**src/rtl/bli_pkg.sv**
```systemverilog
// ----------------------------------------------------------------------------
// bli_pkg
// Shared widths, types and codes for the blend interpolator pipeline.
// ----------------------------------------------------------------------------
package bli_pkg;

    localparam int VALUE_BITS     = 32;
    localparam int RATE_FRAC_BITS = 16;
    localparam int STEP_BITS      = 16;
    localparam int DUR_BITS       = 16;
    localparam int MODE_BITS      = 2;
    localparam int CFG_IDX_BITS   = 1;
    localparam int CFG_DATA_BITS  = 16;
    localparam int N_TERMS        = 4;

    // rate is Q0.F plus one integer bit so that exactly one fits
    localparam int RATE_BITS = RATE_FRAC_BITS + 1;
    // weights reach about +/-3 in Q(F)
    localparam int WGT_BITS  = RATE_FRAC_BITS + 4;
    localparam int PROD_BITS = VALUE_BITS + WGT_BITS;
    localparam int SUM_BITS  = PROD_BITS + 2;
    localparam int SHR_BITS  = SUM_BITS - RATE_FRAC_BITS;

    // divider: quotient bits resolved per stage
    localparam int DIV_BITS     = 2;
    localparam int DIV_STAGES   = (RATE_FRAC_BITS + DIV_BITS - 1) / DIV_BITS;
    localparam int CURVE_STAGES = 3;
    localparam int MAC_STAGES   = 3;
    localparam int PIPE_STAGES  = DIV_STAGES + CURVE_STAGES + MAC_STAGES;

    typedef logic signed [VALUE_BITS-1:0] t_value;
    typedef logic [STEP_BITS-1:0]         t_step;
    typedef logic [DUR_BITS-1:0]          t_dur;
    typedef logic [MODE_BITS-1:0]         t_mode;
    typedef logic [CFG_IDX_BITS-1:0]      t_cfg_idx;
    typedef logic [CFG_DATA_BITS-1:0]     t_cfg_data;
    typedef logic [RATE_BITS-1:0]         t_rate;
    typedef logic [RATE_FRAC_BITS-1:0]    t_quot;
    typedef logic signed [WGT_BITS-1:0]   t_weight;
    typedef logic signed [PROD_BITS-1:0]  t_prod;
    typedef logic signed [SUM_BITS-1:0]   t_sum;
    typedef logic signed [SHR_BITS-1:0]   t_shr;

    typedef t_weight t_weights [N_TERMS];

    typedef struct packed {
        t_value start_value;
        t_value end_value;
        t_value start_tangent;
        t_value end_tangent;
    } t_terms;

    localparam t_mode MODE_LINEAR  = t_mode'(0);
    localparam t_mode MODE_SMOOTH  = t_mode'(1);
    localparam t_mode MODE_HERMITE = t_mode'(2);

    localparam t_cfg_idx CFG_BLEND_MODE = t_cfg_idx'(0);
    localparam t_cfg_idx CFG_DURATION   = t_cfg_idx'(1);

    localparam t_rate RATE_ONE = {1'b1, {RATE_FRAC_BITS{1'b0}}};

endpackage

```
**src/rtl/bli_curve.sv**
```systemverilog
// ----------------------------------------------------------------------------
// bli_curve
// Rate to basis weights: t^2, then t^3, then the mode's weight set.
// ----------------------------------------------------------------------------
module bli_curve (
    input  logic                                i_clk,
    input  logic [bli_pkg::CURVE_STAGES-1:0]    i_en,
    input  logic                                i_sat,
    input  bli_pkg::t_quot                      i_quot,
    input  bli_pkg::t_mode                      i_mode,
    output bli_pkg::t_weights                   o_weights
);
    import bli_pkg::*;

    t_rate    rate;
    logic [2*RATE_BITS-1:0] sq;
    logic [2*RATE_BITS-1:0] cube;
    t_rate    r_t_a;
    t_rate    r_t2_a;
    t_rate    r_t_b;
    t_rate    r_t2_b;
    t_rate    r_t3_b;
    t_weight  wt;
    t_weight  wt2;
    t_weight  wt3;
    t_weight  one;
    t_weight  s;
    t_weights n_w;
    t_weights r_w;

    // stage A: rate and square
    assign rate = i_sat ? RATE_ONE : {1'b0, i_quot};
    assign sq   = (2*RATE_BITS)'(rate) * (2*RATE_BITS)'(rate);

    always_ff @(posedge i_clk) begin
        if (i_en[0]) begin
            r_t_a  <= rate;
            r_t2_a <= sq[RATE_FRAC_BITS +: RATE_BITS];
        end
    end

    // stage B: cube
    assign cube = (2*RATE_BITS)'(r_t2_a) * (2*RATE_BITS)'(r_t_a);

    always_ff @(posedge i_clk) begin
        if (i_en[1]) begin
            r_t_b  <= r_t_a;
            r_t2_b <= r_t2_a;
            r_t3_b <= cube[RATE_FRAC_BITS +: RATE_BITS];
        end
    end

    // stage C: weights
    assign wt  = t_weight'({{(WGT_BITS-RATE_BITS){1'b0}}, r_t_b});
    assign wt2 = t_weight'({{(WGT_BITS-RATE_BITS){1'b0}}, r_t2_b});
    assign wt3 = t_weight'({{(WGT_BITS-RATE_BITS){1'b0}}, r_t3_b});
    assign one = t_weight'({{(WGT_BITS-RATE_BITS){1'b0}}, RATE_ONE});
    assign s   = (wt2 <<< 1) + wt2 - (wt3 <<< 1);

    always_comb begin
        n_w[2] = '0;
        n_w[3] = '0;
        case (i_mode)
            MODE_SMOOTH: begin
                n_w[0] = one - s;
                n_w[1] = s;
            end
            MODE_HERMITE: begin
                n_w[0] = (wt3 <<< 1) - wt2 - (wt2 <<< 1) + one;
                n_w[1] = s;
                n_w[2] = wt3 - (wt2 <<< 1) + wt;
                n_w[3] = wt3 - wt2;
            end
            default: begin
                n_w[0] = one - wt;
                n_w[1] = wt;
            end
        endcase
    end

    always_ff @(posedge i_clk) begin
        if (i_en[2]) begin
            r_w <= n_w;
        end
    end

    assign o_weights = r_w;

endmodule

```
**config.mk**
```make
export PLATFORM = sky130hd
export DESIGN_NAME = bli_curve
export DESIGN_NICKNAME = d
export VERILOG_FILES = /design/src/rtl/bli_pkg.sv /design/src/rtl/bli_curve.sv
export SDC_FILE = /design/constraint.sdc
export NUM_CORES = 1
export LEC_CHECK = 0
export BUFFER_PORTS_ARGS = -buffer_cell sky130_fd_sc_hd__buf_2
export CAP_MARGIN = 20
export CORE_ASPECT_RATIO = 1.1
export CORE_MARGIN = 2
export CORE_UTILIZATION = 41
export CTS_BUF_LIST = sky130_fd_sc_hd__clkbuf_4
export CTS_CLUSTER_SIZE = 40
export DETAILED_ROUTE_END_ITERATION = 8
export GPL_TIMING_DRIVEN = 0
export PLACE_DENSITY_LB_ADDON = 0.12
export SYNTH_ARGS = -nofsm -noshare
export SYNTH_HDL_FRONTEND = slang
export SYNTH_SLANG_ARGS = --single-unit
```
**constraint.sdc**
```tcl
create_clock -name i_clk -period 12 [get_ports i_clk]
set_input_delay 1.8 -clock i_clk [delete_from_list [all_inputs] [get_ports i_clk]]
set_output_delay 1.8 -clock i_clk [all_outputs]
set_load 0.01 [all_outputs]
```
# ---- Yosys cells after proc, flatten, opt, wreduce, memory -nomap -nowiden
# Index checks and enable logic that the tools add are counted.
dict set report totals {
  ff_bits 165
  wordCells 25
}
dict set report classes {
  add_sub_neg 10
  multipliers 2
  n_eq_ne 2
  n_mux 2
}
# operator count
set op_table {}
lappend op_table {{case mux 40 bit (2 select lines)} 1}
lappend op_table {{multiplier 17 x 17 -> 33 bit} 2}
lappend op_table {{adder 19 x 18 -> 20 bit} 1}
lappend op_table {{adder 20 x 18 -> 20 bit (second input constant)} 1}
lappend op_table {{subtractor 18 x 20 -> 20 bit (first input constant)} 1}
lappend op_table {{subtractor 19 x 18 -> 20 bit} 1}
lappend op_table {{subtractor 19 x 19 -> 20 bit} 1}
lappend op_table {{adder 18 x 17 -> 19 bit} 1}
lappend op_table {{subtractor 17 x 18 -> 19 bit} 1}
lappend op_table {{subtractor 18 x 17 -> 19 bit} 1}
lappend op_table {{subtractor 17 x 17 -> 18 bit} 1}
lappend op_table {{subtractor 17 x 17 -> 18 bit (first input constant)} 1}
lappend op_table {{2-to-1 mux 17 bit} 1}
lappend op_table {{== test 2 x 1 -> 1 bit (second input constant)} 1}
lappend op_table {{== test 2 bit (second input constant)} 1}

# ---- Depth between registers and ports, before layout
dict set report depth {
  depth_word 4
  depth_mapped 27
  mapped_depth_nobuf 25
}

# ---- Worst setup path before layout
# No wires, ideal clock.
dict set report synth_path {
  kind {input port to flip-flop}
  startpoint {input i_sat}
  endpoint {register r_t2_a[16], data pin}
  setup_ns 0.266
  arrival_ns 7.861
  t_required_ns 11.734
  slack_ns 3.873
  stages 25
  path_buffers 2
  cell_sequence {clkbuf_1 -> nor2b_1 -> clkbuf_1 -> nand2_1 -> inv_1 -> fa_1 -> inv_1 -> fa_1 -> fa_1 -> inv_1 -> fa_1 -> fa_1 -> inv_1 -> fa_1 -> inv_1 -> ha_1 -> a211o_1 -> a31oi_1 -> a2bb2oi_1 -> o21ai_1 -> a221o_1 -> a31oi_1 -> o22ai_1 -> o41ai_1 -> xnor2_1}
}
dict set report synth_between {
  elab_chain_cells 2
}
# element line_no
set synth_lines {}
lappend synth_lines {{start: declaration} bli_curve.sv:8} ;# input logic i_sat,
lappend synth_lines {{2-to-1 mux 17 bit} bli_curve.sv:32} ;# assign rate = i_sat ? RATE_ONE : {1'b0, i_quot};
lappend synth_lines {{named net rate[4]} bli_curve.sv:15} ;# t_rate rate;
lappend synth_lines {{multiplier 17 x 17 -> 33 bit} bli_curve.sv:33} ;# assign sq = (2*RATE_BITS)'(rate) * (2*RATE_BITS)'(rate);
lappend synth_lines {{named net sq[32]} bli_curve.sv:16} ;# logic [2*RATE_BITS-1:0] sq;
lappend synth_lines {{end signal: assignment} bli_curve.sv:38} ;# r_t2_a <= sq[RATE_FRAC_BITS +: RATE_BITS];
lappend synth_lines {{end: declaration} bli_curve.sv:19} ;# t_rate r_t2_a;
# The timed path passes the listed nets, and every way through them passes these cells.
# A chain may end at the register's enable or synchronous reset.

# ---- Worst setup path after layout
# Ends and elaborated chain as after synthesis.

==> impl_metrics.csv <==
group,metric,value,unit
status,status,"finished, final reports clean",
clocking,cts_setup_buffers,0,
synth,yosysSeqAreaShare,17.3,%
synth,synthesis.area,28100,um^2
flow_run,max_cap_violations,0,
detailed_routing,vias_per_cell,5.03,
cells_and_area,drive_above_1_share,5.19,%
cells_and_area,nets,3907,
timing,setup_viol,0,
timing,grt_setup_unrepaired,"false",
synth,netlist_top_cells_count,"657 x inv_1, 432 x fa_1, 326 x ha_1",
clocking,path_clk_slew,0.13,ns
synth,ys.flop_type,"edfxtp_1",
cells_and_area,utilization,44.4,%
clocking,ctsResizeCount,0,
timing,hold_viol_final,0,
floorplan,die_area,70700,um^2
synth,async_flop_share,0,%
critical_path,start_kind,"primary input",
cells_and_area,syn2layout_area_growth,7.21,%
critical_path,cp.arrival,9.81,ns
place,dpl.hpwl,62400,um
detailed_routing,wire_per_inst,18.2,um
detailed_routing,drt-pass1-iter-count,5,
grt,grt_use_total,21.8,%
clocking,clk_latency,0.72,ns
clocking,cts_hold_buffers,0,
floorplan,io_pins,103,
detailed_routing,met2WireLength,39400,um
place,io_buffers,100,
grt,grt_pass1_vias,22400,
timing,period_minus_slack,9.38,ns
synth,netlist.top_cell.by_area,"fa_1",
synth,yosysMostFrequentCell,"inv_1",
timing,worstMarginPinSlew,0.948,ns
grt,grt_pass1_wl,118000,um
grt,grt_max_degree,78,
clocking,numCtsBuffers,17,
detailed_routing,routed.top_layer,"met4",
floorplan,core_area,67800,um^2
detailed_routing,vias,20400,
timing,fin_crit_sh,78.1,%
synth,yosys-top-cells-area,"fa_1 31%, edfxtp_1 17%, ha_1 15%",
critical_path,cp-end-kind,"register",
critical_path,crit_required,12.44,ns
synth,syn-instance-count,2985,
critical_path,path_max_fanout,11,
synth,synth_edf_count,162,
timing,slew_viol_final,0,
floorplan,die_y,279,um
cells_and_area,nFillCells,6665,
place,place.gp.congestion,0.886,
clocking,cts_tree,"done",
detailed_routing,drcViolationCount,0,
synth,synthDominantCellAreaShare,30.8,%
detailed_routing,ant_nets,0,
detailed_routing,dr.first_iter.drc_count,756,
detailed_routing,wl_met1,29600,um
clocking,cts_buffer_depth,2,
timing,maxSlewHeadroom,36.8,%
floorplan,rows,100,
synth,synthDistinctLibCells,85,
synth,ys_ff_latch,162,
clocking,clock-root-buffer,"clkbuf_4",
detailed_routing,routed_wl,74000,um
timing,skew,0.0399,ns
hold_path,hp-class,"register to register",
timing,fmax,107,MHz
floorplan,initial_core_util,41.5,%
clocking,clock_sinks,162,
critical_path,critPathKind,"primary input to register",
synth,syn_avg_cell_area,9.42,um^2
detailed_routing,dr_wl_met3,2420,um
floorplan,chipWidth,254,um
grt,antenna_found_initial,4,
synth,synth_warnings,0,
timing,tns,0,ns
clocking,cts_max_level,4,
grt,globalRouteOverflowTotal,0,
## through the flow
step | setup slack (ns) | hold WS, ns | cells | area (um^2)
floorplan | 3.87 | 0.424 | 3006 | 28200
global placement | 1.98 | 0.490 | 4024 | 29800
detailed placement | 1.89 | 0.490 | 4024 | 29800
CTS | 2.64 | 0.526 | 4056 | 30100
global route | 2.30 | 0.553 | 4059 | 30100
finish | 2.62 | 0.520 | 4060 | 30100
## metal layers
metal,up-vias,GRT usage [%]
met4,0,8.11
met1,10200,25.0
li1,9707,-
met3,116,2.17
met5,-,0
met2,405,41.4
## cell type report
cell class / instances / area, um^2 / area share, %
clock inverter: 14 / 133 / 0.440
buffer: 86 / 383 / 1.27
antenna: 3 / 7.51 / 0.0249
multi-input combinational: 2100 / 20500 / 67.9
tap: 918 / 1150 / 3.81
clock buffer: 18 / 135 / 0.448
timing repair buffer: 101 / 523 / 1.74
sequential: 162 / 4860 / 16.1
inverter: 658 / 2470 / 8.20
## cells in the final DEF (no fill, tap or decap), types with 24 or more instances in the layout
cell | Yosys | final
and2_1 | 176 | 176
nor3_1 | 45 | 45
nand2_1 | 308 | 308
nand3_1 | 30 | 30
ha_1 | 326 | 326
a21o_1 | 32 | 32
fa_1 | 432 | 432
or3_1 | 24 | 24
nand2b_1 | 24 | 24
inv_1 | 657 | 657
nor2_1 | 120 | 120
edfxtp_1 | 162 | 162
clkbuf_1 | 77 | 77
buf_2 | 0 | 99
a21oi_1 | 93 | 93
o21ai_0 | 68 | 68
nor2b_1 | 42 | 42
xor2_1 | 44 | 44
xnor2_1 | 87 | 87
## state kept, by name, summed over array words and instances, names as in the netlist
register   count
o_weights     77
r_t2_a        17
r_t2_b        17
r_t3_b        17
r_t_a         17
r_t_b         17
## critical path, stage by stage
cell	delay [ns]
buf_2	0.19
clkbuf_1	0.39
nor2b_1	0.57
clkbuf_1	0.69
nand2_1	0.20
inv_1	0.13
fa_1	0.42
inv_1	0.09
fa_1	0.44
fa_1	0.52
inv_1	0.05
fa_1	0.49
fa_1	0.49
inv_1	0.05
fa_1	0.47
inv_1	0.04
ha_1	0.22
a211o_1	0.24
a31oi_1	0.36
a2bb2oi_1	0.23
o21ai_1	0.15
a221o_1	0.47
a31oi_1	0.37
o22ai_1	0.22
o41ai_1	0.37
xnor2_1	0.10
## worst paths after layout
| path | from | end | slack (ns) | cells past startpoint |
|---|---|---|---|---|
| hold reg to reg | r_t2_a[14]$_DFFE_PP_ | r_t2_b[14]$_DFFE_PP_ | 0.52 | 0 |
| setup / recovery | i_sat | r_t2_a[16]$_DFFE_PP_ | 2.62 | 26 |
| setup reg to reg | r_t2_a[8]$_DFFE_PP_ | r_t3_b[16]$_DFFE_PP_ | 4.43 | 20 |
| hold / removal | r_t2_a[14]$_DFFE_PP_ | r_t2_b[14]$_DFFE_PP_ | 0.52 | 0 |
## kinds of logic after synthesis
family / share of synthesized area (%)
and+or+nand+nor: 14.3
adders and majority gates: 45.3
buffers and inverters: 10.1
AOI/OAI and AO/OA: 8.65
DFF: 17.3
xor gates and xnor gates: 4.14
muxes: 0.147
other: 0.0267
Power is not shown: default switching activity piles up to over one toggle a cycle in this logic, so the estimate is an artifact.
