$ cat src/rtl/bli_pkg.sv
// ----------------------------------------------------------------------------
// bli_pkg
// Shared widths, types and codes for the blend interpolator pipeline.
// ----------------------------------------------------------------------------
package bli_pkg;

    localparam int VALUE_BITS     = 32;
    localparam int RATE_FRAC_BITS = 16;
    localparam int STEP_BITS      = 16;
    localparam int DUR_BITS       = 16;
    localparam int MODE_BITS      = 2;
    localparam int CFG_IDX_BITS   = 1;
    localparam int CFG_DATA_BITS  = 16;
    localparam int N_TERMS        = 4;

    // rate is Q0.F plus one integer bit so that exactly one fits
    localparam int RATE_BITS = RATE_FRAC_BITS + 1;
    // weights reach about +/-3 in Q(F)
    localparam int WGT_BITS  = RATE_FRAC_BITS + 4;
    localparam int PROD_BITS = VALUE_BITS + WGT_BITS;
    localparam int SUM_BITS  = PROD_BITS + 2;
    localparam int SHR_BITS  = SUM_BITS - RATE_FRAC_BITS;

    // divider: quotient bits resolved per stage
    localparam int DIV_BITS     = 2;
    localparam int DIV_STAGES   = (RATE_FRAC_BITS + DIV_BITS - 1) / DIV_BITS;
    localparam int CURVE_STAGES = 3;
    localparam int MAC_STAGES   = 3;
    localparam int PIPE_STAGES  = DIV_STAGES + CURVE_STAGES + MAC_STAGES;

    typedef logic signed [VALUE_BITS-1:0] t_value;
    typedef logic [STEP_BITS-1:0]         t_step;
    typedef logic [DUR_BITS-1:0]          t_dur;
    typedef logic [MODE_BITS-1:0]         t_mode;
    typedef logic [CFG_IDX_BITS-1:0]      t_cfg_idx;
    typedef logic [CFG_DATA_BITS-1:0]     t_cfg_data;
    typedef logic [RATE_BITS-1:0]         t_rate;
    typedef logic [RATE_FRAC_BITS-1:0]    t_quot;
    typedef logic signed [WGT_BITS-1:0]   t_weight;
    typedef logic signed [PROD_BITS-1:0]  t_prod;
    typedef logic signed [SUM_BITS-1:0]   t_sum;
    typedef logic signed [SHR_BITS-1:0]   t_shr;

    typedef t_weight t_weights [N_TERMS];

    typedef struct packed {
        t_value start_value;
        t_value end_value;
        t_value start_tangent;
        t_value end_tangent;
    } t_terms;

    localparam t_mode MODE_LINEAR  = t_mode'(0);
    localparam t_mode MODE_SMOOTH  = t_mode'(1);
    localparam t_mode MODE_HERMITE = t_mode'(2);

    localparam t_cfg_idx CFG_BLEND_MODE = t_cfg_idx'(0);
    localparam t_cfg_idx CFG_DURATION   = t_cfg_idx'(1);

    localparam t_rate RATE_ONE = {1'b1, {RATE_FRAC_BITS{1'b0}}};

endpackage

$ cat src/rtl/bli_divider.sv
// ----------------------------------------------------------------------------
// bli_divider
// Pipelined restoring divider: (step << F) / duration, DIV_BITS quotient bits
// per stage. Carries the saturate flag alongside.
// ----------------------------------------------------------------------------
module bli_divider (
    input  logic                               i_clk,
    input  logic [bli_pkg::DIV_STAGES-1:0]     i_en,
    input  bli_pkg::t_step                     i_step,
    input  logic                               i_sat,
    input  bli_pkg::t_dur                      i_dur,
    output bli_pkg::t_quot                     o_quot,
    output logic                               o_sat
);
    import bli_pkg::*;

    // last stage keeps no remainder
    t_dur  r_rem  [DIV_STAGES-1];
    t_quot r_quot [DIV_STAGES];
    logic  r_sat  [DIV_STAGES];

    for (genvar k = 0; k < DIV_STAGES; k++) begin : g_stage
        t_dur  rem_in;
        t_quot quot_in;
        logic  sat_in;
        t_dur  n_rem;
        t_quot n_quot;

        if (k == 0) begin : g_first
            assign rem_in  = i_step;
            assign quot_in = '0;
            assign sat_in  = i_sat;
        end else begin : g_next
            assign rem_in  = r_rem[k-1];
            assign quot_in = r_quot[k-1];
            assign sat_in  = r_sat[k-1];
        end

        always_comb begin
            logic [DUR_BITS:0] trial;
            trial  = '0;
            n_rem  = rem_in;
            n_quot = quot_in;
            for (int j = 0; j < DIV_BITS; j++) begin
                if (k * DIV_BITS + j < RATE_FRAC_BITS) begin
                    trial = {n_rem, 1'b0};
                    if (trial >= {1'b0, i_dur}) begin
                        n_rem  = DUR_BITS'(trial - {1'b0, i_dur});
                        n_quot = {n_quot[RATE_FRAC_BITS-2:0], 1'b1};
                    end else begin
                        n_rem  = trial[DUR_BITS-1:0];
                        n_quot = {n_quot[RATE_FRAC_BITS-2:0], 1'b0};
                    end
                end
            end
        end

        always_ff @(posedge i_clk) begin
            if (i_en[k]) begin
                r_quot[k] <= n_quot;
                r_sat[k]  <= sat_in;
            end
        end

        if (k < DIV_STAGES - 1) begin : g_rem
            always_ff @(posedge i_clk) begin
                if (i_en[k]) begin
                    r_rem[k] <= n_rem;
                end
            end
        end
    end

    assign o_quot = r_quot[DIV_STAGES-1];
    assign o_sat  = r_sat[DIV_STAGES-1];

endmodule

$ cat config.mk
export PLATFORM = sky130hd
export DESIGN_NAME = bli_divider
export DESIGN_NICKNAME = d
export VERILOG_FILES = /design/src/rtl/bli_pkg.sv /design/src/rtl/bli_divider.sv
export SDC_FILE = /design/constraint.sdc
export NUM_CORES = 1
export LEC_CHECK = 0
export ABC_AREA = 1
export BUFFER_PORTS_ARGS = -buffer_cell sky130_fd_sc_hd__buf_2
export CORE_ASPECT_RATIO = 0.7
export CORE_UTILIZATION = 45
export CTS_CLUSTER_DIAMETER = 40
export CTS_CLUSTER_SIZE = 30
export DETAILED_ROUTE_END_ITERATION = 10
export HOLD_SLACK_MARGIN = 0.15
export PLACE_DENSITY_LB_ADDON = 0.05
export SYNTH_ARGS = -nofsm -noshare
export SYNTH_HDL_FRONTEND = slang
export SYNTH_SLANG_ARGS = --single-unit
export TNS_END_PERCENT = 5
$ cat constraint.sdc
create_clock -name i_clk -period 4.95 [get_ports i_clk]
set_clock_uncertainty 0.05 [all_clocks]
set_input_delay 0.99 -clock i_clk [delete_from_list [all_inputs] [get_ports i_clk]]
set_output_delay 0.99 -clock i_clk [all_outputs]
set_load 0.05 [all_outputs]
## Word level (Yosys, flattened, before mapping)

Memory sizes are Yosys's and may differ from the RTL's.
Cells that the tools add are included.

- Flip-flop bits (word level): 0
- Word-level logic and storage cells: 81
- Memory bits (writable): 248
- Memories kept: 3
- Bits of input ports: 42

- Add/subtract/negate cells: 15
- Mux-type cells: 47
- $lt $le $gt $ge: 16

Memories:

| name | depth | width | read ports | clocked after memory_dff | wr ports | RTL line | RTL |
|---|---|---|---|---|---|---|---|
| r_quot | 8 | 16 | 8 | 0 | 8 | bli_divider.sv:19 | `t_quot r_quot [DIV_STAGES];` |
| r_rem | 7 | 16 | 7 | 0 | 7 | bli_divider.sv:18 | `t_dur r_rem [DIV_STAGES-1];` |
| r_sat | 8 | 1 | 8 | 0 | 8 | bli_divider.sv:20 | `logic r_sat [DIV_STAGES];` |

Operators by type and width:

| kind | count |
|---|---|
| 17-bit by 16-bit >= comparator with 1-bit output | 16 |
| 16-bit two-way mux | 15 |
| 16-bit subtractor | 15 |
| 1-bit two-way mux | 32 |

## Depth between registers and ports, before layout

Gate-level depths: netlist (run 1).
An unclocked memory read counts as a cell.

- Word-level depth: 5
- Gate-level depth with buffers: 29
- Mapped depth without buffers: 27

## Least setup slack after synthesis (run 1)

No wires, ideal clock.

- Path type: input -> register
- From: input port i_dur[0]
- To: memory r_rem[6][1] (netlist name), data pin
- Data arrival time: 4275 ps
- Path slack: 372 ps
- Cell stages on the path: 25
- Buffers on the path: 5
- Cells stage by stage: buf_6 > inv_4 > buf_6 > buf_2 > ha_1 > nand2_1 > nor3_1 > nand2_1 > o21a_1 > nand2_8 > inv_4 > buf_6 > nand2_1 > o21ai_2 > ha_1 > a21oi_1 > o21ai_0 > o21bai_2 > nand3_1 > nand2_1 > nand2_2 > nand3_4 > buf_6 > nand2_1 > nand2_1

RTL lines:

| element | RTL line | RTL |
|---|---|---|
| start: declaration | bli_divider.sv:11 | `input bli_pkg::t_dur i_dur,` |
| end: declaration | bli_divider.sv:18 |  |

==> results of run 1 <==
## cell type report
type | instances | share of cell area, %
multi-input cells | 2575 | 60.5
clock buffers | 18 | 1.79
clock inverters | 14 | 0.819
flip-flops and latches | 192 | 24.0
inverters | 299 | 4.73
repair buffers | 149 | 4.89
well taps | 621 | 3.24
## worst max-delay path: cells and delay by family
kind,cells,cell delay (ns)
adder cells (fa/ha/maj),2,0.61
buffers and inverters,8,1.02
AND/OR/NAND/NOR,12,1.68
AO/OA/AOI/OAI,2,0.62
## logic make-up (layout without fill, tap and decap cells)
family	after synthesis	in the layout
XOR/XNOR	143	143
adder cells (fa/ha/maj)	256	256
AND/OR/NAND/NOR	1773	1773
flip-flops	192	192
AO/OA/AOI/OAI	403	403
buffers and inverters	346	480
## Yosys cell counts, types with 11 or more instances
master / count / area share [%]
nand2_1: 1106 / 19
inv_1: 287 / 4.9
nand3_1: 255 / 5.9
ha_1: 248 / 14
a21oi_1: 219 / 5.0
nor2_1: 193 / 3.3
edfxtp_1: 192 / 26
o21ai_0: 105 / 2.4
xor2_1: 80 / 3.2
nand4_1: 63 / 1.8
xnor2_1: 63 / 2.5
nand3b_1: 25 / 0.86
o21ai_1: 23 / 0.53
nand2_2: 22 / 0.63
nor3_1: 21 / 0.48
buf_6: 20 / 1.0
or2_2: 19 / 0.55
buf_2: 15 / 0.34
nand3_2: 15 / 0.69
o21ai_2: 15 / 0.60
o21a_1: 14 / 0.48
nor2_2: 11 / 0.32
nor4_1: 11 / 0.32
## through the flow
| step | std cells | area (um^2) | TNS, ns | hold slack [ns] | setup WS (ns) |
|---|---|---|---|---|---|
| after detailed placement | 3836 | 23300 | -9.53 | 0.355 | -0.264 |
| after global routing | 3868 | 24000 | 0 | 0.382 | 0.0121 |
| after global placement | 3836 | 23300 | -7.56 | 0.351 | -0.251 |
| after floorplan | 3113 | 21800 | 0 | 0.350 | 0.372 |
| final | 3868 | 24000 | 0 | 0.373 | 0.260 |
| after CTS | 3868 | 24000 | 0 | 0.373 | 0.264 |
## routing by layer
layer  part of all wire, %  wire length (um)  global-route usage, %
met1                    52             39300                   49.0
met2                    38             28900                   42.8
met5                     0                 0                      0
met3                   8.4              6360                   5.34
met4                   1.7              1260                   6.03
## final timing paths
check           startpoint             to  depth (start not counted)
max              i_dur[12]    r_rem[5][4]                         24
min          r_quot[1][17]  r_quot[1][35]                          0
max reg2reg   r_rem[4][11]    r_rem[5][4]                         21
min reg2reg  r_quot[1][17]  r_quot[1][35]                          0
## sequential cells by signal, indices dropped and copies added (netlist names)
name / cells
r_quot: 72
r_sat: 8
r_rem: 112
==> impl_metrics.toml, run 1 <==
[cts]
cts.repair.resized = 0
h-tree-depth = 4
cts_sinks = 192
clkLatencyLatePin_ns = 0.47
cts_buffers = 17
cts_root_buf = "clkbuf_16"
cts_tree = "done"
path_clk_slew_ns = 0.08
cts_setup_buffers = 0
ctsHoldBuffers = 0
clk_path_buf_depth = 2

[sta]
tightest_slew_ns = 0.925
setup_violations = 0
worst_slew_margin_rel_pct = 38.4
fin_crit_ns = 4.69
grt_setup_unrepaired = "no"
fin_crit_sh_pct = 94.8
hold_viol = 0
drv_slew = 0
fmax_mhz = 213

[route]
wl_per_cell_um = 19.6
drc_errors = 0
drt_first_pass_iters = 6
ant_nets = 0
vias_per_cell = 5.59
dr_total_vias = 21621
routed_wirelength_um = 75900
drt_iter0_markers = 2369

[logic_synthesis]
synth_nets = 3411
synth_edf_count = 192
seq_area_frac_synth_pct = 26.5
synth_top_family_by_area = "simple AND/OR/NAND/NOR gates"
ys_seq_elements = 192
synth_compound_area_share_pct = 10.2
synthXorXnorAreaFrac_pct = 5.75
syn_area_um2 = 21800
syn_area_per_cell_um2 = 7.00
synthAdderAreaFrac_pct = 15.0
synth_mux_area_share_pct = 0
synthSimpleGateAreaFrac_pct = 35.7
synthArstFlopShare_pct = 0
ys_types = 50
syn_inst = 3113
synth-main-ff-cell = "edfxtp_1"
ys_warn_count = 0

[global_routing]
grt_start_max_net_pins = 32
grt_antenna_before_repair = 0
grt_pass1_wl_um = 115000
gr-total-overflow = 0
gr-usage-all-layers_pct = 30.9
first_global_vias = 19287

[final_layout]
fillCellCount = 4721
antennaDiodeCount = 0
multi_input_area_um2 = 14500
final_common_cell = "nand2_1"
fin_nets = 3532
regArea_um2 = 5770
final_cell_mix = "nand2_1, inv_1, nand3_1"
drive_above_1_share_pct = 9.52
layout-area-overhead-vs-synth_pct = 10.1
fin_util_pct = 50.2

[worst_setup_path]
r2r_setup_slack_ns = 0.73
cp_max_fo = 14
crit_type = "input pin to register"
worstSetupEndpointType = "register"
cp.arrival_ns = 4.98
crit_chain = "buf_2, inv_1, buf_12, ha_1, nand2_1, inv_1, nand2_1, nand2_1, a21oi_1, nand2_2, nand2_2, nand2_2, buf_4, or2_2, nand2_1, inv_1, ha_1, inv_1, nor4_1, a31oi_1, inv_1, nor2_4, nand4_1, nand2_1"
critPathRequiredTime_ns = 5.24
start_kind = "input pin"
max_stage_delay_ns = 0.37
crit_slowest_cell = "a31oi_1"

[die]
die_h_um = 186
die_w_um = 265
num_rows = 67
dieArea_um2 = 49300
core-area_um2 = 47800
ios = 59
start_util_pct = 45.6

[place]
io_buffers = 58
place_congestion = 0.984
dp.final_hpwl_um = 58800

[run_status]
status = "complete, no violations"

[hold_path]
worstHoldPathType = "register to register"

[run]
maxCapViolCount = 0
Power of run 1 is not shown: default switching activity piles up to over one toggle a cycle in this logic, so the estimate is an artifact.
==> run 2: changes to the inputs <==
--- a/config.mk
+++ b/config.mk
@@ -5,7 +5,6 @@
 export SDC_FILE = /design/constraint.sdc
 export NUM_CORES = 1
 export LEC_CHECK = 0
-export ABC_AREA = 1
 export BUFFER_PORTS_ARGS = -buffer_cell sky130_fd_sc_hd__buf_2
 export CORE_ASPECT_RATIO = 0.7
 export CORE_UTILIZATION = 45
==> run 2 against run 1 <==
Effect of this change: the flow now finishes with violations (setup timing); utilization grew 15 points; synthesized cell count shrank 35%; non-clock buffer count grew 686; setup slack lost 0.92 ns; count of clock-buffer cells in the layout shrank 1; sequential share of layout area shrank 3.1 points; routed wire length shrank 15%; register-to-register slack lost 0.89 ns; critical path type unchanged; largest cell class unchanged.
==> impl_metrics.toml, run 2 <==
[run_status]
status = "finished, violations left"
violations = "setup timing"

[logic_synthesis]
ys_warn_count = 0
syn_area_um2 = 19400
syn_inst = 2032
synthTopCellsByArea = "edfxtp_1, ha_1, mux2_2, xnor2_1, a21oi_1"
ys_seq_elements = 192
synth_edf_count = 192
ys_types = 88
synthArstFlopShare_pct = 0
synth_top_area_share_pct = 29.8
yosysMostFrequentCell = "ha_1"
synth-main-ff-cell = "edfxtp_1"
synth_top_cell_by_area = "edfxtp_1"
syn_area_per_cell_um2 = 9.53
synth_commonest_cells = "ha_1, edfxtp_1, a21oi_1"
synth_nets = 2330
seq_area_frac_synth_pct = 29.8

[sta]
fin_crit_ns = 5.61
worst_slew_margin_rel_pct = 45.3
tns_ns = -56.80
drv_slew = 0
setup_ws_ns = -0.664
fmax_mhz = 178
grt_setup_unrepaired = "yes"
hold_viol = 0
tightest_slew_ns = 0.821
holdWs_ns = 0.360
setup_violations = 119
fin_crit_sh_pct = 113

[route]
drt_first_pass_iters = 5
drc_errors = 0
wl_per_cell_um = 19.0
ant_nets = 0
drt_iter0_markers = 1377
routed_wirelength_um = 64800
vias_per_cell = 5.55
dr_total_vias = 18964

[worst_setup_path]
crit_type = "input pin to register"
r2r_setup_slack_ns = -0.16
cp_max_fo = 17
crit_path_end = "r_rem[2][3]"
rr_startpoint = "r_rem[1][0]"
worstSetupStartpoint = "i_dur[1]"
worstSetupEndpointType = "register"
critPathRequiredTime_ns = 5.12
cp.arrival_ns = 5.79
r2r_end = "r_rem[2][3]"
reg2reg_depth = 20
start_kind = "input pin"

[global_routing]
first_global_vias = 18447
gr-usage-all-layers_pct = 29.6
grt_antenna_before_repair = 1
gr-total-overflow = 0
grt_start_max_net_pins = 32
grt_pass1_wl_um = 102000

[final_layout]
top_regs = "r_rem x112, r_quot x72, r_sat x8"
drive_above_1_share_pct = 38.4
largest_register_ffs = 112
fin_nets = 3150
antennaDiodeCount = 0
largest_register = "r_rem"
fin_area_um2 = 27500
final_cell_mix = "buf_4, ha_1, edfxtp_1"
final_common_cell = "buf_4"
layout-area-overhead-vs-synth_pct = 41.9

[die]
dieArea_um2 = 43900
core-area_um2 = 42400
start_util_pct = 45.7
num_rows = 63
die_w_um = 250
ios = 59
die_h_um = 176

[cts]
ctsHoldBuffers = 0
cts_buffers = 17
clkLatencyLatePin_ns = 0.48
cts_tree = "done"
clk_path_buf_depth = 2
cts_sinks = 192
h-tree-depth = 4
path_clk_slew_ns = 0.09
cts_root_buf = "clkbuf_16"

[place]
post_dp_cell_area_um2 = 26200
dpl_worst_slack_ns = -1.34
place_congestion = 0.956
dp.final_hpwl_um = 52900
io_buffers = 58

[hold_path]
min_from = "r_quot[0][37]"
worstHoldPathType = "register to register"

[run]
maxCapViolCount = 0
## run 2: changes by cell type after synthesis, sizes merged, moves of 28 or more
| cell | delta |
|---|---|
| nor2 | -45 |
| a21oi | -46 |
| nand2b | +32 |
| buf | -28 |
| xor2 | -28 |
| nand2 | -1019 |
| inv | -224 |
| mux2 | +135 |
| a21o | +65 |
| nand3 | -227 |
| xnor2 | +68 |
| nand4 | -39 |
## run 2: critical path: stages
cell and delay [ns]:
buf_8 0.08, clkinvlp_4 0.17, buf_6 0.21, ha_4 0.22, nor2b_4 0.12, o31a_1 0.27
o41ai_2 0.30, buf_4 0.18, o21ai_2 0.09, o2111ai_2 0.24, nand2_2 0.16, mux2_4 0.35
ha_4 0.22, o21a_1 0.19, o31a_1 0.12, o21ai_1 0.14, nand2b_1 0.12, a211o_1 0.36
a2111oi_4 0.37, o211ai_1 0.15, a21oi_2 0.17, buf_12 0.18, mux2_2 0.36
## run 2: final cells by class
type	count	area, um^2
Multi-Input combinational cell	1731	13600
Clock inverter	15	230
Inverter	75	300
Timing Repair Buffer	835	6480
Tap cell	552	691
Fill cell	3483	14900
Sequential cell	192	5770
Clock buffer	17	425
## run 2: how the worst min path moves through the flow
stage | to | slack (ns) | cells after the start
2_1_floorplan | r_quot[0][18] | 0.35 | 0
3_3_place_gp | r_quot[1][4] | 0.35 | 0
3_5_place_dp | r_sat[1][0] | 0.35 | 0
4_1_cts | r_quot[0][55] | 0.37 | 0
5_1_grt | r_quot[0][55] | 0.38 | 0
6_report | r_quot[0][55] | 0.36 | 0
## run 2: metal layers
metal	track usage (%)	vias up	share of wire (%)
li1	-	9376	-
met1	44.4	9056	51
met2	46.0	476	43
met3	3.14	56	4.5
met4	5.78	0	1.4
met5	0	-	0
## run 2: logic make-up (layout without fill, tap and decap cells)
logic type,count (synthesis),in the layout,share of synthesized area (%)
XOR/XNOR,183,183,8.28
adder cells (fa/ha/maj),256,256,16.9
buffers and inverters,109,942,2.35
AND/OR/NAND/NOR,528,528,13.1
flip-flops,192,192,29.8
multiplexers,140,140,8.40
AO/OA/AOI/OAI,624,624,21.3
## run 2: what timing repair did
| item | in CTS | in global routing |
|---|---|---|
| endpoints found under the setup margin | 119 | 120 |
| pin swaps | 6 | 25 |
| hold endpoints to repair | 0 | 0 |
| resized for setup | 28 | 63 |
| buffers inserted | 4 | 23 |
| cloned | 0 | 1 |
## run 2: per-stage QoR
stage	utilization (%)	std cells
global placement	61.8	3358
CTS	63.7	3394
floorplan	-	2032
global route	64.8	3417
finish	64.8	3417
detailed placement	61.8	3358
Power of run 2 is left out for the same reason.
==> run 3: changes to the inputs <==
--- a/config.mk
+++ b/config.mk
@@ -7,7 +7,7 @@
 export LEC_CHECK = 0
 export BUFFER_PORTS_ARGS = -buffer_cell sky130_fd_sc_hd__buf_2
 export CORE_ASPECT_RATIO = 0.7
-export CORE_UTILIZATION = 45
+export CORE_UTILIZATION = 50
 export CTS_CLUSTER_DIAMETER = 40
 export CTS_CLUSTER_SIZE = 30
 export DETAILED_ROUTE_END_ITERATION = 10
==> constraint.sdc (replaced) <==
create_clock -name i_clk -period 4.8 [get_ports i_clk]
set_clock_uncertainty 0.05 [all_clocks]
set_input_delay 0.96 -clock i_clk [delete_from_list [all_inputs] [get_ports i_clk]]
set_output_delay 0.96 -clock i_clk [all_outputs]
set_load 0.05 [all_outputs]
==> run 3 against run 2 <==
Effect of this change: register-to-register slack worse by 0.15 ns; design area is 1.2% higher; first-iteration DRC count is 19% higher; critical path depth stayed put; the run still ends with setup timing left; die area is 9.9% lower; largest cell class unchanged; sequential cell count stayed put; final cell count is 1.2% lower; routed wire length is 1.1% higher; setup slack worse by 0.059 ns; non-clock buffer count is 21 higher; count of clock-buffer cells in the layout stayed put.
==> impl_metrics.toml, run 3 (synthesized netlist as in run 2, its figures left out) <==
[run_status]
status = "finished, violations left"
violations = "setup timing"

[sta]
grt_setup_unrepaired = "yes"
setup_ws_ns = -0.723
tns_ns = -64.55
fin_crit_ns = 5.52
tightest_slew_ns = 0.836
fin_crit_sh_pct = 115
worst_slew_margin_rel_pct = 44.3
setup_violations = 119
hold_viol = 0
fmax_mhz = 181
drv_slew = 0

[route]
drt_first_pass_iters = 7
drt_iter0_markers = 1641
wl_per_cell_um = 19.4
routed_wirelength_um = 65500
vias_per_cell = 5.70
drc_errors = 0
ant_nets = 0
dr_total_vias = 19232

[worst_setup_path]
critPathRequiredTime_ns = 4.97
crit_slowest_cell = "a2111oi_4"
max_stage_delay_ns = 0.40
cp_max_fo = 8
rr_startpoint = "r_rem[1][0]"
start_kind = "input pin"
crit_chain = "buf_2, clkinvlp_4, buf_8, ha_1, and4_4, nand4_1, buf_4, o21ai_4, o2111ai_4, nand2_4, buf_4, mux2_2, ha_1, a21o_1, a21oi_1, nor2_1, a211o_1, a2111oi_4, o211ai_1, a21oi_2, buf_4, clkbuf_16, mux2_2"
reg2reg_depth = 20
crit_type = "input pin to register"
r2r_end = "r_rem[2][6]"
cp.arrival_ns = 5.70
r2r_setup_slack_ns = -0.31
worstSetupEndpointType = "register"
cpMostUsedCell = "buf_4"

[global_routing]
grt.met2_usage_pct = 51.5
grt_use_met3_pct = 5.47
gr-usage-all-layers_pct = 32.9
grt_pass1_wl_um = 102000
grt_start_max_net_pins = 32
gr-total-overflow = 0
busiest_layer = "met2"
first_global_vias = 18902
use_met1_pct = 47.2
grt_antenna_before_repair = 2

[cts]
path_clk_slew_ns = 0.08
clk_path_buf_depth = 2
cts_tree = "done"
clkLatencyLatePin_ns = 0.48
cts_root_buf = "clkbuf_16"
h-tree-depth = 4
cts_sinks = 192
cts_buffers = 17

[final_layout]
fillCellCount = 2802
largest_register = "r_rem"
top_regs = "r_rem x112, r_quot x72, r_sat x8"
multi_input_area_um2 = 13900
fin_nets = 3172
final_common_cell = "buf_4"
fin_util_pct = 73.9
final_cell_mix = "buf_4, ha_1, edfxtp_1"
layout-area-overhead-vs-synth_pct = 43.6
largest_register_ffs = 112
drive_above_1_share_pct = 40.1
regArea_um2 = 5770

[hold_path]
min_path_cells = 0
worstHoldPathType = "register to register"
min_from = "r_quot[0][37]"
hold_path_end = "r_quot[0][55]"

[place]
place_congestion = 0.983
io_buffers = 58
dp.final_hpwl_um = 51700

[die]
ios = 59
core-area_um2 = 37600
num_rows = 59
die_h_um = 167
dieArea_um2 = 39500
start_util_pct = 51.4
die_w_um = 237

[run]
maxCapViolCount = 0
run 3: what timing repair did:
action,CTS,global route
hold buffers,0,0
pin swaps,25,28
setup endpoints to repair,119,120
buffers inserted,25,21
gates resized for setup,80,74
cloned,1,2
run 3: stage by stage:
stage	hold slack [ns]	area, um^2	instances	setup WS [ns]
after floorplan	0.350	19500	2032	-1.39
after global placement	0.351	26100	3295	-1.16
after detailed placement	0.355	26100	3295	-1.25
after CTS	0.369	27300	3353	-0.645
after global routing	0.378	27800	3376	-0.882
final	0.370	27800	3376	-0.723
run 3: how the worst max path moves through the flow:
stage	startpoint	endpoint	slack, ns	cells past startpoint
floorplan	i_dur[1]	r_rem[0][7]	-1.39	20
global placement	i_dur[1]	r_rem[0][15]	-1.16	23
detailed placement	i_dur[1]	r_rem[0][15]	-1.25	20
CTS	i_dur[10]	r_rem[0][15]	-0.64	29
global route	i_dur[1]	r_rem[2][8]	-0.88	23
finish	i_dur[10]	r_rem[2][6]	-0.72	23
run 3: per-layer routing:
layer	up-vias	routed length [um]
met4	0	1370
met3	91	4400
met2	608	28800
met1	9126	31000
met5	-	0
li1	9407	-
run 3: cell type report:
cell class / count / area share [%]
clock buffers: 17 / 1.53
repair buffers: 856 / 23.8
flip-flops and latches: 192 / 20.7
well taps: 488 / 2.20
multi-input cells: 1732 / 49.9
diodes: 1 / 0.00900
clock inverters: 15 / 0.760
inverters: 75 / 1.05
run 3: worst max-delay path, delay by kind of cell:
family          cells  cell delay (ns)
buf+inv             7             1.15
fa+ha+maj           2             0.52
simple gates        4             0.58
compound gates      8             1.76
mux                 2             0.70
Power of run 3 is left out for the same reason.
